$ cat src/hw/rtl/binary_min_heap_queue_defines.svh
// ----------------------------------------------------------------------------
// Binary min-heap queue assertion macros
// Concurrent assertion wrappers shared by the heap queue RTL.
// ----------------------------------------------------------------------------
`ifndef BINARY_MIN_HEAP_QUEUE_DEFINES_SVH
`define BINARY_MIN_HEAP_QUEUE_DEFINES_SVH

`ifndef ASSERT_OFF

`define BMHQ_ASSERT(label, prop, msg) \
    label: assert property (@(posedge i_clk) disable iff (!i_rst_n) (prop)) else $error(msg);

`define BMHQ_ASSERT_NEXT(label, pre, post, msg) \
    label: assert property (@(posedge i_clk) disable iff (!i_rst_n) (pre) |=> (post)) \
        else $error(msg);

`else

`define BMHQ_ASSERT(label, prop, msg)

`define BMHQ_ASSERT_NEXT(label, pre, post, msg)

`endif

`endif

$ cat src/hw/rtl/bmhq_pkg.sv
// ----------------------------------------------------------------------------
// Binary min-heap queue package
// Shared constants, command and status codes, and sequencer states.
// ----------------------------------------------------------------------------
`default_nettype none

package bmhq_pkg;

    localparam int CAPACITY_DEF = 64;
    localparam int KEY_W        = 32;
    localparam int STATUS_W     = 2;

    localparam logic CMD_INSERT  = 1'b0;
    localparam logic CMD_EXTRACT = 1'b1;

    typedef enum logic [STATUS_W-1:0] {
        ST_OK    = 2'd0,
        ST_FULL  = 2'd1,
        ST_EMPTY = 2'd2
    } t_status;

    typedef enum logic [2:0] {
        S_IDLE,
        S_UP_CMP,
        S_EX_ROOT,
        S_EX_LAST,
        S_DN_LEFT,
        S_DN_RIGHT,
        S_PUT
    } t_state;

endpackage

`default_nettype wire

$ cat src/hw/rtl/bmhq_cmp.sv
// ----------------------------------------------------------------------------
// Heap key comparator
// Shared signed key compare: flags a < b and returns the smaller key.
// ----------------------------------------------------------------------------
`default_nettype none

module bmhq_cmp (
    input  wire logic signed [bmhq_pkg::KEY_W-1:0] i_a,
    input  wire logic signed [bmhq_pkg::KEY_W-1:0] i_b,
    output logic                                   o_less,
    output logic signed [bmhq_pkg::KEY_W-1:0]      o_min
);

    always_comb begin
        o_less = (i_a < i_b);
        o_min  = o_less ? i_a : i_b;
    end

endmodule

`default_nettype wire

$ cat src/hw/rtl/binary_min_heap_queue.sv
// ----------------------------------------------------------------------------
// Binary min-heap priority queue
// Array-based min-heap of signed keys with insert and extract-minimum words.
//
//   channel   direction   handshake             ports
//   command   in          start & !busy         i_command, i_key_in
//   result    out         o_valid, one cycle    o_key_out, o_status, o_count
//
// Insert: the key rises one level per compare step and is then written to its
// slot. Extract: S_EX_ROOT and S_EX_LAST fetch the root and the last key, then
// each level reads the left and then the right child (both children share one
// read port); S_PUT places the key at a leaf. Full and empty errors leave busy low.
// The result word shows in the first idle cycle, when the next command may be taken.
// Reset clears state, count and valid only, not the heap; the receiver cannot stall.
// ----------------------------------------------------------------------------
`default_nettype none

`include "binary_min_heap_queue_defines.svh"

module binary_min_heap_queue #(
    parameter int CAPACITY = bmhq_pkg::CAPACITY_DEF,
    localparam int AW = $clog2(CAPACITY),
    localparam int CW = $clog2(CAPACITY + 1)
) (
    input  wire logic                                i_clk,
    input  wire logic                                i_rst_n,
    input  wire logic                                start,
    output logic                                     busy,
    input  wire logic                                i_command,
    input  wire logic signed [bmhq_pkg::KEY_W-1:0]   i_key_in,
    output logic                                     o_valid,
    output logic signed [bmhq_pkg::KEY_W-1:0]        o_key_out,
    output logic [bmhq_pkg::STATUS_W-1:0]            o_status,
    output logic [CW-1:0]                            o_count
);

    localparam int IW = AW + 2;

    bmhq_pkg::t_state r_state, n_state;
    logic [AW-1:0]    r_pos, n_pos;
    logic [CW-1:0]    r_count, n_count;
    logic signed [bmhq_pkg::KEY_W-1:0] r_key, n_key;
    logic signed [bmhq_pkg::KEY_W-1:0] r_best, n_best;
    logic signed [bmhq_pkg::KEY_W-1:0] r_kout, n_kout;
    logic             r_lsel, n_lsel;

    logic             r_valid, n_valid;
    logic signed [bmhq_pkg::KEY_W-1:0] r_okey, n_okey;
    bmhq_pkg::t_status r_ostat, n_ostat;
    logic [CW-1:0]    r_ocnt, n_ocnt;

    // Heap storage, one write and one registered read per cycle.
    logic signed [bmhq_pkg::KEY_W-1:0] r_heap [CAPACITY];
    logic signed [bmhq_pkg::KEY_W-1:0] r_rdata;
    logic             mem_we;
    logic [AW-1:0]    mem_waddr;
    logic [AW-1:0]    mem_raddr;
    logic signed [bmhq_pkg::KEY_W-1:0] mem_wdata;

    logic signed [bmhq_pkg::KEY_W-1:0] cmp_a, cmp_b, cmp_min;
    logic             cmp_less;

    logic [AW-1:0]    cnt_pos;
    logic [AW-1:0]    up_parent;
    logic [IW-1:0]    lft, rgt, n_ext, child_lft;
    logic [AW-1:0]    child;
    logic signed [bmhq_pkg::KEY_W-1:0] child_val;
    logic             move;

    bmhq_cmp u_cmp (
        .i_a    (cmp_a),
        .i_b    (cmp_b),
        .o_less (cmp_less),
        .o_min  (cmp_min)
    );

    always_ff @(posedge i_clk) begin
        if (mem_we) begin
            r_heap[mem_waddr] <= mem_wdata;
        end
        r_rdata <= r_heap[mem_raddr];
    end

    always_comb begin
        cnt_pos   = AW'(r_count);
        up_parent = AW'((r_pos - AW'(1)) >> 1);
        lft       = {1'b0, r_pos, 1'b1};
        rgt       = lft + IW'(1);
        n_ext     = IW'(r_count);
    end

    always_ff @(posedge i_clk) begin
        if (!i_rst_n) begin
            r_state <= bmhq_pkg::S_IDLE;
            r_count <= '0;
            r_valid <= 1'b0;
        end else begin
            r_state <= n_state;
            r_count <= n_count;
            r_valid <= n_valid;
        end
    end

    always_ff @(posedge i_clk) begin
        r_pos   <= n_pos;
        r_key   <= n_key;
        r_best  <= n_best;
        r_kout  <= n_kout;
        r_lsel  <= n_lsel;
        r_okey  <= n_okey;
        r_ostat <= n_ostat;
        r_ocnt  <= n_ocnt;
    end

    always_comb begin
        n_state   = r_state;
        n_pos     = r_pos;
        n_count   = r_count;
        n_key     = r_key;
        n_best    = r_best;
        n_kout    = r_kout;
        n_lsel    = r_lsel;
        n_valid   = 1'b0;
        n_okey    = r_okey;
        n_ostat   = r_ostat;
        n_ocnt    = r_ocnt;
        mem_we    = 1'b0;
        mem_waddr = r_pos;
        mem_wdata = r_key;
        mem_raddr = '0;
        cmp_a     = r_key;
        cmp_b     = r_rdata;
        child     = r_pos;
        child_val = r_best;
        child_lft = {1'b0, r_pos, 1'b1};
        move      = 1'b0;

        unique case (r_state)
            bmhq_pkg::S_IDLE: begin
                if (start) begin
                    if (i_command == bmhq_pkg::CMD_INSERT) begin
                        if (r_count == CW'(CAPACITY)) begin
                            n_valid = 1'b1;
                            n_okey  = '0;
                            n_ostat = bmhq_pkg::ST_FULL;
                            n_ocnt  = r_count;
                        end else begin
                            n_key   = i_key_in;
                            n_kout  = '0;
                            n_pos   = cnt_pos;
                            n_count = r_count + CW'(1);
                            if (r_count == '0) begin
                                n_state = bmhq_pkg::S_PUT;
                            end else begin
                                mem_raddr = AW'((cnt_pos - AW'(1)) >> 1);
                                n_state   = bmhq_pkg::S_UP_CMP;
                            end
                        end
                    end else begin
                        if (r_count == '0) begin
                            n_valid = 1'b1;
                            n_okey  = '0;
                            n_ostat = bmhq_pkg::ST_EMPTY;
                            n_ocnt  = r_count;
                        end else begin
                            n_count   = r_count - CW'(1);
                            mem_raddr = '0;
                            n_state   = bmhq_pkg::S_EX_ROOT;
                        end
                    end
                end
            end

            bmhq_pkg::S_UP_CMP: begin
                // The held key rises past a strictly greater parent.
                cmp_a = r_key;
                cmp_b = r_rdata;
                if (cmp_less) begin
                    mem_we    = 1'b1;
                    mem_waddr = r_pos;
                    mem_wdata = r_rdata;
                    n_pos     = up_parent;
                    if (up_parent == '0) begin
                        n_state = bmhq_pkg::S_PUT;
                    end else begin
                        mem_raddr = AW'((up_parent - AW'(1)) >> 1);
                    end
                end else begin
                    mem_we    = 1'b1;
                    mem_waddr = r_pos;
                    mem_wdata = r_key;
                    n_valid   = 1'b1;
                    n_okey    = r_kout;
                    n_ostat   = bmhq_pkg::ST_OK;
                    n_ocnt    = r_count;
                    n_state   = bmhq_pkg::S_IDLE;
                end
            end

            bmhq_pkg::S_EX_ROOT: begin
                // The count is already decremented, so it indexes the last key.
                n_kout    = r_rdata;
                mem_raddr = cnt_pos;
                n_state   = bmhq_pkg::S_EX_LAST;
            end

            bmhq_pkg::S_EX_LAST: begin
                n_key = r_rdata;
                n_pos = '0;
                if (r_count == '0) begin
                    n_valid = 1'b1;
                    n_okey  = r_kout;
                    n_ostat = bmhq_pkg::ST_OK;
                    n_ocnt  = r_count;
                    n_state = bmhq_pkg::S_IDLE;
                end else if (r_count == CW'(1)) begin
                    n_state = bmhq_pkg::S_PUT;
                end else begin
                    mem_raddr = AW'(1);
                    n_state   = bmhq_pkg::S_DN_LEFT;
                end
            end

            bmhq_pkg::S_DN_LEFT: begin
                cmp_a     = r_rdata;
                cmp_b     = r_key;
                n_lsel    = cmp_less;
                n_best    = cmp_min;
                mem_raddr = AW'(rgt);
                n_state   = bmhq_pkg::S_DN_RIGHT;
            end

            bmhq_pkg::S_DN_RIGHT: begin
                // The right child wins only if strictly smaller than the best so far.
                cmp_a = r_rdata;
                cmp_b = r_best;
                if ((rgt < n_ext) && cmp_less) begin
                    move      = 1'b1;
                    child     = AW'(rgt);
                    child_val = r_rdata;
                end else if (r_lsel) begin
                    move      = 1'b1;
                    child     = AW'(lft);
                    child_val = r_best;
                end
                child_lft = {1'b0, child, 1'b1};
                if (move) begin
                    mem_we    = 1'b1;
                    mem_waddr = r_pos;
                    mem_wdata = child_val;
                    n_pos     = child;
                    if (child_lft < n_ext) begin
                        mem_raddr = AW'(child_lft);
                        n_state   = bmhq_pkg::S_DN_LEFT;
                    end else begin
                        n_state = bmhq_pkg::S_PUT;
                    end
                end else begin
                    mem_we    = 1'b1;
                    mem_waddr = r_pos;
                    mem_wdata = r_key;
                    n_valid   = 1'b1;
                    n_okey    = r_kout;
                    n_ostat   = bmhq_pkg::ST_OK;
                    n_ocnt    = r_count;
                    n_state   = bmhq_pkg::S_IDLE;
                end
            end

            bmhq_pkg::S_PUT: begin
                mem_we    = 1'b1;
                mem_waddr = r_pos;
                mem_wdata = r_key;
                n_valid   = 1'b1;
                n_okey    = r_kout;
                n_ostat   = bmhq_pkg::ST_OK;
                n_ocnt    = r_count;
                n_state   = bmhq_pkg::S_IDLE;
            end

            default: begin
                n_state = bmhq_pkg::S_IDLE;
            end
        endcase
    end

    assign busy      = (r_state != bmhq_pkg::S_IDLE);
    assign o_valid   = r_valid;
    assign o_key_out = r_okey;
    assign o_status  = r_ostat;
    assign o_count   = r_ocnt;

    `BMHQ_ASSERT(a_count_bound, r_count <= CW'(CAPACITY), "element count beyond capacity")
    `BMHQ_ASSERT(a_no_idle_write, (r_state == bmhq_pkg::S_IDLE) |-> !mem_we, "heap write while idle")
    `BMHQ_ASSERT(a_err_key_zero, (o_valid && o_status != bmhq_pkg::ST_OK) |-> (o_key_out == '0), "error word carries a key")
    `BMHQ_ASSERT(a_full_count, (o_valid && o_status == bmhq_pkg::ST_FULL) |-> (o_count == CW'(CAPACITY)), "full status below capacity")
    `BMHQ_ASSERT_NEXT(a_empty_report, !busy && start && i_command == bmhq_pkg::CMD_EXTRACT && r_count == '0, o_valid && o_status == bmhq_pkg::ST_EMPTY && o_count == '0, "empty extract not reported")

endmodule

`default_nettype wire
$ cat config.mk
export PLATFORM = sky130hd
export DESIGN_NAME = binary_min_heap_queue
export DESIGN_NICKNAME = d
export VERILOG_FILES = /design/src/hw/rtl/bmhq_pkg.sv /design/src/hw/rtl/bmhq_cmp.sv /design/src/hw/rtl/binary_min_heap_queue.sv
export VERILOG_INCLUDE_DIRS = /design/src /design/src/hw/rtl
export SDC_FILE = /design/constraint.sdc
export NUM_CORES = 2
export LEC_CHECK = 0
export BUFFER_PORTS_ARGS = -buffer_cell sky130_fd_sc_hd__buf_2
export CORE_AREA = 10 10 530 532
export CTS_BUF_LIST = sky130_fd_sc_hd__clkbuf_2
export DETAILED_ROUTE_END_ITERATION = 6
export DIE_AREA = 0 0 540 542
export MAX_ROUTING_LAYER = met4
export PLACE_DENSITY = 0.56
export SYNTH_ARGS = -nofsm -noshare
export SYNTH_HDL_FRONTEND = slang
export SYNTH_SLANG_ARGS = --single-unit
$ cat constraint.sdc
create_clock -name i_clk -period 7.5 [get_ports i_clk]
set_clock_uncertainty 0.2 [all_clocks]
set_input_delay 0 -clock i_clk [delete_from_list [all_inputs] [get_ports i_clk]]
set_output_delay 0 -clock i_clk [all_outputs]
set_load 0.05 [all_outputs]
== After elaboration in Yosys (flattened, before gate mapping) ==
Memories as Yosys holds them, arrays and structs flattened. A register that Yosys moved wholly into a read port is not among the register bits.
Index checks and enable logic that the tools add are counted.

* Register bits after elaboration: 155
* Bits in latches: 0
* Bits in writable memories: 2048
* Memory bits (read-only): 0
* Input port bits: 36
* Output and inout port bits: 43
* Word-level logic and storage cells: 148
* Memories kept: 1

{| class="wikitable"
|+ Memory list
! memory !! depth !! bits a word !! read ports !! clocked after memory_dff !! wr ports !! RTL line !! RTL
|-
| r_heap || 64 || 32 || 1 || 1 || 1 || binary_min_heap_queue.sv:53 || <nowiki>logic signed [bmhq_pkg::KEY_W-1:0] r_heap [CAPACITY];</nowiki>
|}

* Add/sub/neg operators: 6
* $mul: 0
* Div/mod/pow operators: 0
* $lt $le $gt $ge: 3
* Eq/ne operators: 23
* Shift-type cells: 0
* Muxes and demuxes: 86
* Bitwise logic cells: 0
* Reductions and logical operators: 18

{| class="wikitable"
|+ Operators with widths
! cell !! count
|-
| two-way mux 32 bit || 18
|-
| case mux 32 bit (2 select lines) || 4
|-
| case mux 32 bit (5 select lines) || 1
|-
| two-way mux 6 bit || 12
|-
| two-way mux 7 bit || 9
|-
| case mux 6 bit (6 select lines) || 1
|-
| case mux 7 bit (5 select lines) || 1
|-
| less-than comparator 32 bit || 1
|-
| two-way mux 3 bit || 9
|-
| case mux 6 bit (4 select lines) || 1
|-
| two-way mux 5 bit || 4
|-
| inequality test 2 bit (second input constant) || 10
|-
| two-way mux 2 bit || 9
|-
| case mux 3 bit (6 select lines) || 1
|-
| AND reduction 4 bit || 4
|-
| inequality test 3 bit (second input constant) || 5
|-
| two-way mux 1 bit || 14
|-
| subtractor 6 x 1 -> 6 bit (second input constant) || 2
|-
| case mux 2 bit (5 select lines) || 1
|-
| == test 3 bit (second input constant) || 3
|-
| adder 7 x 1 -> 8 bit (second input constant) || 1
|-
| less-than comparator 8 x 7 -> 1 bit || 1
|-
| adder 7 x 1 -> 7 bit (second input constant) || 1
|-
| == test 7 x 1 -> 1 bit (second input constant) || 1
|-
| 20 further kinds || 22
|}

== Longest topological paths before layout ==
* Depth in word-level cells: 11
* Gate-level depth with buffers: 36
* Depth with buffers taken out: 26

== Modules after synthesis ==
Synthesis repeated with hierarchy kept, for this count alone.

* Cells, all modules: 6797
* Area, all modules: 92575.0 um^2

{| class="wikitable"
|+ Modules (own cells, without submodules)
! module !! instances !! cells an instance !! area an instance (um^2) !! sequential area each (um^2)
|-
| binary_min_heap_queue || 1 || 6650 || 91238.8 || 66684.0
|-
| bmhq_cmp || 1 || 147 || 1336.3 || 0.0
|}

== Worst setup path before layout ==
No wires, ideal clock.

* Path kind: register to register
* Start point: register r_state[0]
* End point: register r_okey (netlist bit o_key_out[0]), enable pin
* Setup time: 0.479 ns
* Arrival: 6.692 ns
* Data required time: 6.821 ns
* Setup slack: 0.128 ns
* Cell stages (with the launch flop): 22
* Path buffers: 6
* Period minus slack after synthesis: 7.372 ns
* Path through: dfxtp_1 -> buf_2 -> buf_1 -> clkbuf_1 -> mux2i_1 -> nor2_1 -> a21oi_1 -> ha_1 -> a211oi_1 -> o21ai_1 -> o21a_1 -> or3_1 -> nand4_2 -> inv_2 -> buf_4 -> buf_2 -> clkbuf_1 -> nand2_1 -> nand2_1 -> nand2_1 -> and2_1 -> a21boi_0

* Cells in the longest elaborated chain, start to end: 9
* Elaborated cells on any way between the ends: 21
* Those cells by class: order compare (1); eq/ne (11); mux (4); reduce/logical (5)

{| class="wikitable"
|+ RTL lines
! what !! RTL line !! RTL
|-
| start: declaration || binary_min_heap_queue.sv:39 || <nowiki>bmhq_pkg::t_state r_state, n_state;</nowiki>
|-
| start signal: assignment || binary_min_heap_queue.sv:94 || <nowiki>r_state <= bmhq_pkg::S_IDLE;</nowiki>
|-
| start signal: assignment || binary_min_heap_queue.sv:98 || <nowiki>r_state <= n_state;</nowiki>
|-
| == test 3 bit || binary_min_heap_queue.sv:138 || <nowiki>unique case (r_state)</nowiki>
|-
| OR reduction 2 bit (no line) || n/a ||
|-
| two-way mux 32 bit || binary_min_heap_queue.sv:138 ||
|-
| less-than comparator 32 bit || bmhq_cmp.sv:15 || <nowiki>o_less = (i_a < i_b);</nowiki>
|-
| logical AND 1 bit || binary_min_heap_queue.sv:237 || <nowiki>if ((rgt < n_ext) && cmp_less) begin</nowiki>
|-
| two-way mux 1 bit || binary_min_heap_queue.sv:237 ||
|-
| two-way mux 1 bit || binary_min_heap_queue.sv:138 ||
|-
| inequality test 2 bit (no line) || n/a ||
|-
| AND reduction 7 bit (no line) (*) || n/a ||
|-
| end signal: assignment || binary_min_heap_queue.sv:110 || <nowiki>r_okey <= n_okey;</nowiki>
|-
| end: declaration || binary_min_heap_queue.sv:48 || <nowiki>logic signed [bmhq_pkg::KEY_W-1:0] r_okey, n_okey;</nowiki>
|}

Mark *: on every way between the ends. The rest lies on a longest branch, timed or not. The select of a mux whose other input is x is not followed.
A chain may end at the register's enable or synchronous reset.

== Worst setup path in the final report ==
* Start point: register r_state[1]
* End point: register r_rdata[17] (netlist name) (read register of r_heap)

* Cells in the longest elaborated chain, start to end: 11
* Elaborated cells on any way between the ends: 20
* Those cells by class: order compare (2); eq/ne (5); mux (10); reduce/logical (3)

{| class="wikitable"
|+ RTL lines
! what !! RTL line !! RTL
|-
| == test 3 bit || binary_min_heap_queue.sv:138 ||
|-
| OR reduction 2 bit (no line) || n/a ||
|-
| two-way mux 32 bit || binary_min_heap_queue.sv:138 ||
|-
| less-than comparator 32 bit || bmhq_cmp.sv:15 ||
|-
| logical AND 1 bit || binary_min_heap_queue.sv:237 ||
|-
| two-way mux 6 bit || binary_min_heap_queue.sv:237 ||
|-
| two-way mux 6 bit || binary_min_heap_queue.sv:138 ||
|-
| less-than comparator 7 bit || binary_min_heap_queue.sv:252 || <nowiki>if (child_lft < n_ext) begin</nowiki>
|-
| two-way mux 6 bit || binary_min_heap_queue.sv:252 ||
|-
| two-way mux 6 bit || binary_min_heap_queue.sv:247 || <nowiki>if (move) begin</nowiki>
|-
| case mux 6 bit (6 select lines) (*) || binary_min_heap_queue.sv:138 ||
|-
| end: declaration || binary_min_heap_queue.sv:54 || <nowiki>logic signed [bmhq_pkg::KEY_W-1:0] r_rdata;</nowiki>
|}

Marks and branches as above.

==> flow_summary.toml <==
[finish]
area_growth_syn_to_layout_pct = 14.0
area_of_the_multi_input_gates_um2 = 25100
drive_above_1_share_pct = 23.6
ff_latch_area_um2 = 66700
filler_free_cell_count_of_the_finished_design = 10971
nets = 7098
fillCellCount = 25182

[global_routing]
grt_antenna_before_repair = 10
globalRoute.totalOverflow = 0
gr-usage-met1_pct = 27.4
gr-max-usage-layer = "met2"
globalRouteMet2Util_pct = 30.9
number_of_global_route_vias_before_repair = 63758
met3_usage_pct = 4.38
grt_first_pass_wirelength_mm = 449
grt.total_usage_pct = 20.9
maximum_number_of_pins_on_one_net_before_global_route_repair = 153

[status]
violations = "DRC"
run_status = "complete, but fails checks"

[yosys]
synth.area.mux_share_pct = 4.09
synth-edff-count = 2192
ys_ff_latch = 2235
synth_compound_area_share_pct = 15.2
ys_dominant_reg_cell = "edfxtp_1"
avg_cell_area_syn_um2 = 14.6
synth-xor-area-share_pct = 0.167
postSynthCellCount = 6443
ys_async_sr_fraction_pct = 0
post_synth_num_cell_types = 88
yosysSeqAreaShare_pct = 70.8
yosys.area_share.simple_pct = 5.78
netlist_area_um2 = 94200
syn_nets = 6528
yosysWarnings = 0
combinational_family_with_the_most_area_after_synthesis = "compound AO/OA/AOI/OAI gates"
post_synth_fa_ha_maj_area_fraction_pct = 0.651

[sta]
report.final.setup_viol = 0
report.final.slew_viol_count = 0
timing_worst_slew_pin_value_ns = 1.31
holdWs_ns = 0.310
fmax_ghz = 0.137
timing.max_slew.rel_slack_pct = 12.5
final.period_utilization_pct = 97.3
totalNegativeSetupSlack_ns = 0
timing.final.crit_period_ns = 7.30
final_count_of_hold_timing_violations = 0

[worst_hold_path]
min_path_cells = 1
hold_class = "reg -> reg"
worst_hold_launch = "r_kout[12]"

[worst_setup_path]
crit_required_ns = 8.80
worst_setup_path_startpoint = "r_state[1]"
cp_top_delay_family = "compound AO/OA/AOI/OAI gates"
critical_path.startpoint_type = "flip-flop"
critical-path-slowest-cell = "or3_1"
path_depth = 29
reg2reg_slack_ns = 0.20
worstSetupPathType = "reg -> reg"
critical-path-max-stage-delay_ns = 0.39
r2r-start = "r_state[1]"
crit-reg2reg-capture = "r_rdata[17]"
timing.reg2reg.worst_path_depth = 29
setup.worst_path.end_class = "flip-flop"
crit_path_max_fanout = 51
cp_common_cell = "buf_4"
cp.buffers_inverters = 6
timing.critical_path.to = "r_rdata[17]"
arrival_ns = 8.60

[pwr]
powerDensity_nw_per_um2 = 456
max-vdd-ir-drop_uv = 620
static-leakage-power_nw = 35.1

[detailed_routing]
route.detailed.wl_per_inst_um = 28.5
vias_per_cell = 5.90
drc = 3
detailroute.via_count = 64766
routed_wirelength_mm = 313
firstDrtPassIters = 7
drt_iter0_markers = 8177
drt.antenna.violating_nets = 0

[die]
floorplan.initialDensity_pct = 34.9
dieArea_um2 = 293000
fp.coreArea_um2 = 270000
die_h_um = 542
width_of_the_chip_um = 540
std_cell_rows = 191
boundaryPins = 79

[clock_tree]
worst_setup_hold_path_clk_slew_ns = 0.11
cts_inserted_buffers = 566
clkLatencyLatePin_ns = 1.79
htree_levels = 6
cts_sink_cnt = 2235
cts_tree = "yes"
max-clock-path-buffers = 4
clock_tree.root_cell = "clkbuf_2"

[placed_design]
portBuffers = 78
dp_hpwl_mm = 177
globalplace.congestion = 0.889
placed_instance_count = 9857

[job]
max_cap_violations = 0
registers in the layout, indices dropped and copies added (netlist names):
name,count
r_count,7
o_status,2
r_heap,2048
r_pos,6
r_key,32
o_count,7
o_key_out,32
r_kout,32
r_lsel,1
r_state,3
r_rdata,32
o_valid,1
r_best,32
how the worst min path moves through the flow:
stage | to | slack, ns
floorplan | r_state[0] | -0.08
finish | o_key_out[12] | 0.31
detailed placement | r_key[28] | 0.12
global placement | r_key[3] | 0.12
global route | o_key_out[13] | 0.36
CTS | r_count[1] | 0.25
layout make-up:
type | instances | area share, %
antenna | 7 | 0.0163
timing repair buffer | 599 | 5.10
inverter | 167 | 0.588
clock inverter | 147 | 0.944
multi-input combinational | 3444 | 23.4
clock buffer | 802 | 3.74
sequential | 2235 | 62.1
tap | 3570 | 4.16
cells in the mapped netlist, types with 15 or more instances:
master	number	area, µm²
edfxtp_1	2192	65800
nand2_1	491	1840
clkbuf_1	382	1430
o21ai_0	295	1480
a211oi_1	294	2210
mux2_2	272	3060
o31a_1	178	1560
a311oi_1	166	1450
inv_1	165	619
buf_2	162	811
nand4_1	153	957
nor2_1	143	537
o31ai_1	116	871
a2111oi_0	115	1010
a21oi_1	113	566
a31oi_1	113	707
or3_1	113	707
a222oi_1	97	971
a221oi_1	89	780
o22ai_1	88	551
mux2i_1	79	791
a22oi_1	67	503
and3_1	58	363
ha_1	49	613
o221ai_1	45	394
dfxtp_1	43	861
nor2b_1	41	257
and2_1	40	250
buf_1	29	109
nand3_1	24	120
o22a_1	22	193
nor3_1	16	80.1
buf_4	15	113
cell families after synthesis:
group / Yosys count
AO/OA/AOI/OAI: 1906
XOR/XNOR: 18
adder cells (fa/ha/maj): 49
buffers and inverters: 764
flip-flops: 2235
multiplexers: 351
AND/OR/NAND/NOR: 1120
cells in the final DEF, fill, tap and decap left out, drive strengths merged, types with 43 or more instances in the layout:
master       count
o21ai          308
clkinv         113
o31a           178
a22oi           67
ha              49
a311oi         166
dfxtp           43
nor2           146
or3            113
a2111oi        115
o221ai          47
a221oi          93
nand4          154
mux2           272
dlygate4sd3    146
o22ai           88
nand2          493
inv            178
a31oi          113
buf            450
mux2i           79
o31ai          119
a211oi         299
a21oi          113
clkbuf         805
a222oi          97
and3            58
edfxtp        2192
power by group:
part / total (mW) / internal, mW / switching, mW
registers: 16.7 / 16.2 / 0.517
logic: 23.9 / 7.27 / 16.6
clock network: 8.37 / 3.36 / 5.01
metal layers:
metal	vias up	routed length (µm)
li1	27601	-
met1	32899	128000
met2	3630	139000
met3	636	30000
met4	0	15400
met5	-	0
per-stage QoR:
step,utilization [%],cell area (µm²),setup WS [ns],power (mW)
5_1_grt,39.8,107000,-0.0626,51.0
2_1_floorplan,-,94200,0.128,30.3
6_report,39.8,107000,0.204,49.0
3_3_place_gp,37.3,101000,-0.615,40.0
4_1_cts,39.7,107000,-0.0160,48.6
3_5_place_dp,37.3,101000,-0.464,40.2
timing repair:
action,CTS,global route
resized for setup,8,17
cloned,0,3
hold buffers,146,0
setup buffers,0,9
pin swaps,2,7
setup endpoints to repair,8,32
hold endpoints to repair,193,0
Note: power is estimated with default switching activity, not from simulation.
